$ cat config.mk
export PLATFORM = sky130hd
export DESIGN_NAME = dtc_mul
export DESIGN_NICKNAME = d
export VERILOG_FILES = /design/src/rtl/dtc_pkg.sv /design/src/rtl/dtc_mul.sv
export SDC_FILE = /design/constraint.sdc
export NUM_CORES = 2
export LEC_CHECK = 0
export BUFFER_PORTS_ARGS = -buffer_cell sky130_fd_sc_hd__buf_2
export CAP_MARGIN = 10
export CELL_PAD_IN_SITES_DETAIL_PLACEMENT = 0
export CELL_PAD_IN_SITES_GLOBAL_PLACEMENT = 1
export CORE_MARGIN = 8
export CORE_UTILIZATION = 57
export CTS_BUF_LIST = sky130_fd_sc_hd__clkbuf_4
export CTS_CLUSTER_SIZE = 30
export DETAILED_ROUTE_END_ITERATION = 7
export GPL_ROUTABILITY_DRIVEN = 0
export PLACE_DENSITY_LB_ADDON = 0.1
export SYNTH_ARGS = -nofsm -noshare
export SYNTH_HDL_FRONTEND = slang
export SYNTH_SLANG_ARGS = --single-unit
$ cat constraint.sdc
create_clock -name clk -period 24.2 [get_ports clk]
set_input_delay 3.63 -clock clk [delete_from_list [all_inputs] [get_ports clk]]
set_output_delay 3.63 -clock clk [all_outputs]
set_load 0.1 [all_outputs]
$ cat src/rtl/dtc_pkg.sv
`default_nettype none
package dtc_pkg;
  localparam int CODE_W  = 12;
  localparam int CNT_W   = 21;
  localparam int TIME_W  = 24;
  localparam int CURR_W  = 13;
  localparam int ENTRY_W = TIME_W + CODE_W + CURR_W;
  localparam int LOG_DEPTH = 128;

  localparam logic [2:0] REG_TARGET = 3'd0;
  localparam logic [2:0] REG_CUTOFF = 3'd1;
  localparam logic [2:0] REG_DMAX   = 3'd2;
  localparam logic [2:0] REG_DSTART = 3'd3;
  localparam logic [2:0] REG_HOLD   = 3'd4;
  localparam logic [2:0] REG_LOWLIM = 3'd5;
  localparam logic [2:0] REG_SLIMIT = 3'd6;

  typedef struct packed {
    logic [TIME_W-1:0] t;
    logic [CODE_W-1:0] v;
    logic signed [CURR_W-1:0] c;
  } entry_t;

  // multiplier control between sequencer and shared unit
  typedef struct packed {
    logic               load;
    logic signed [33:0] a;
    logic signed [33:0] b;
  } mul_req_t;
endpackage
`default_nettype wire

$ cat src/rtl/dtc_mul.sv
`default_nettype none
module dtc_mul
  import dtc_pkg::*;
(
  input  wire logic               clk,
  input  wire mul_req_t           req,
  output logic signed [67:0]      prod
);
  // registered 34x34 multiply shared by the charge and energy steps
  always_ff @(posedge clk) begin
    if (req.load) prod <= req.a * req.b;
  end
endmodule
`default_nettype wire

==> impl_metrics.ini <==
[run_status]
run_status = finished, final reports clean

[sta]
period_share = 0.486
finalWorstSetupSlack_ns = 12.44
fin_setup_tns_ns = 0
finalHoldViolations = 0
rsz0062_at_grt = no
report.final.slew_viol_count = 0
fmax_ghz = 0.0850
tightest_slew_ns = 1.13
min_period_ns = 11.76
timing.hold.ws_ns = 3.82
setup_viol = 0
slew_headroom = 0.241

[final_layout]
largest_reg_flops = 68
nNetsFinal = 6009
multiInputGateArea_um2 = 36100
final_layout_size_suffix_gt1_frac = 0.0453
fin_area_um2 = 45100
fillers = 6753
syn2layout_area_growth_pct = 3.13
top_regs = prod: 68 flops
regArea_um2 = 2040
final_common_cell = fa_1
final_cell_mix = 1,241 x fa_1, 1,231 x inv_1, 621 x and2_1, 542 x nand2_1, 204 x ha_1
largest_register = prod

[global_routing]
grt_pass1_wl_um = 186000
antenna_found_initial = 4
grt_pass1_vias = 32900
grt.overflow.total = 0
grt_use_total = 0.281
grt_max_degree = 69

[floorplan]
die-area_um2 = 85800
die_w_um = 293
ios = 138
start_util = 0.575
fp.dieH_um = 293
rows = 101
core_um2 = 75900

[detailed_routing]
finalWirelength_um = 116000
dr.pass1.iters = 6
vias_per_cell = 5.37
ant_nets = 0
drc = 0
dr_total_vias = 29700
drt_iter0_drc = 1706
drt-wirelength-per-cell_um = 21.0

[logic_synthesis]
ys_ff_latch = 68
ys_types = 69
yosys_warnings = 0
synth_edf_count = 68
synthesis.area_um2 = 43700
syn_inst = 4554
synth.area.top_cells = fa_1 57%, inv_1 11%, and2_1 8.9%, ha_1 5.8%, edfxtp_1 4.7%
synthArstFlopShare = 0
ys_seq_area_frac = 0.0467
synth_top_area_share = 0.568
yosys.area.top_type = fa_1
synthFlopType = edfxtp_1
postSynthNetCount = 6069
postSynthAreaPerCell_um2 = 9.60

[clock_tree]
clk_path_buf_depth = 2
cts_buffers = 9
post_cts_buffers = 0
htree_levels = 3
root_buffer = clkbuf_4
cts_tree = done
numClockSinks = 68
clkTransAtPathRegs_ns = 0.14
ctsHoldBuffers = 0
cts_resized = 0

[setup_path]
cp.arrival_ns = 12.02
critPathMaxFanout = 34
end_kind = register
start_kind = input pin
worstSetupPathType = input pin to register
crit_required_ns = 24.45

[place]
preCtsSetupSlack_ns = 12.03
port_buffers = 137
place_hpwl_um = 94900
place_area_um2 = 44900

[run]
drv_cap = 0

[min_path]
worstHoldPathType = input pin to register
## metal layers
metal	track usage	part of all wire
met1	0.350	0.38
met2	0.504	0.53
met3	0.0280	0.045
met4	0.109	0.047
met5	0	0.000060
## stage by stage
stage / utilization / std cells
finish: 0.593 / 5530
floorplan: - / 4554
global route: 0.593 / 5530
detailed placement: 0.592 / 5513
global placement: 0.592 / 5513
CTS: 0.593 / 5529
## cell families (layout without fill, tap and decap cells)
kind of cell | after synthesis | after routing | synth area share
and+or+nand+nor | 1296 | 1296 | 0.151
xor gates and xnor gates | 79 | 79 | 0.0158
buffers and inverters | 1460 | 1405 | 0.126
other | 0 | 1 | 0
adders and majority gates | 1445 | 1445 | 0.627
AOI/OAI and AO/OA | 206 | 206 | 0.0329
DFF | 68 | 68 | 0.0467
## synthesized netlist by cell type, drive strengths merged (23+ instances only)
cell type,n
fa,1241
inv,1231
and2,623
nand2,542
clkbuf,217
ha,204
edfxtp,68
a21oi,63
nor2,56
xnor2,56
o21ai,41
a21o,37
xor2,23
## critical path: stages
cell,delay (ns)
buf_2,0.61
nand2_1,0.27
inv_1,0.15
fa_1,0.40
inv_1,0.22
fa_1,0.53
inv_1,0.18
fa_1,0.48
fa_1,1.26
fa_1,0.59
fa_1,0.52
fa_1,0.50
inv_1,0.05
fa_1,0.47
inv_1,0.04
ha_1,0.40
and2_1,0.28
nand2_1,0.10
o41ai_1,0.54
a31oi_4,0.10
o31ai_4,0.41
a221oi_2,0.11
xnor2_1,0.13
## area by class of cell
| class | instances | area share |
|---|---|---|
| Antenna cell | 1 | 0.0000555 |
| Clock buffer | 9 | 0.00150 |
| Clock inverter | 7 | 0.00161 |
| Inverter | 1232 | 0.103 |
| Multi-Input combinational cell | 3026 | 0.802 |
| Sequential cell | 68 | 0.0453 |
| Tap cell | 1030 | 0.0286 |
| Timing Repair Buffer | 157 | 0.0185 |
## path summary, 6_finish.rpt
path / slack (ns) / depth (start not counted) / from / end
setup / recovery: 12.44 / 23 / req[7] / prod[66]
hold / removal: 3.82 / 3 / req[0] / prod[0]
Power is not shown: default switching activity piles up to over one toggle a cycle in this logic, so the estimate is an artifact.
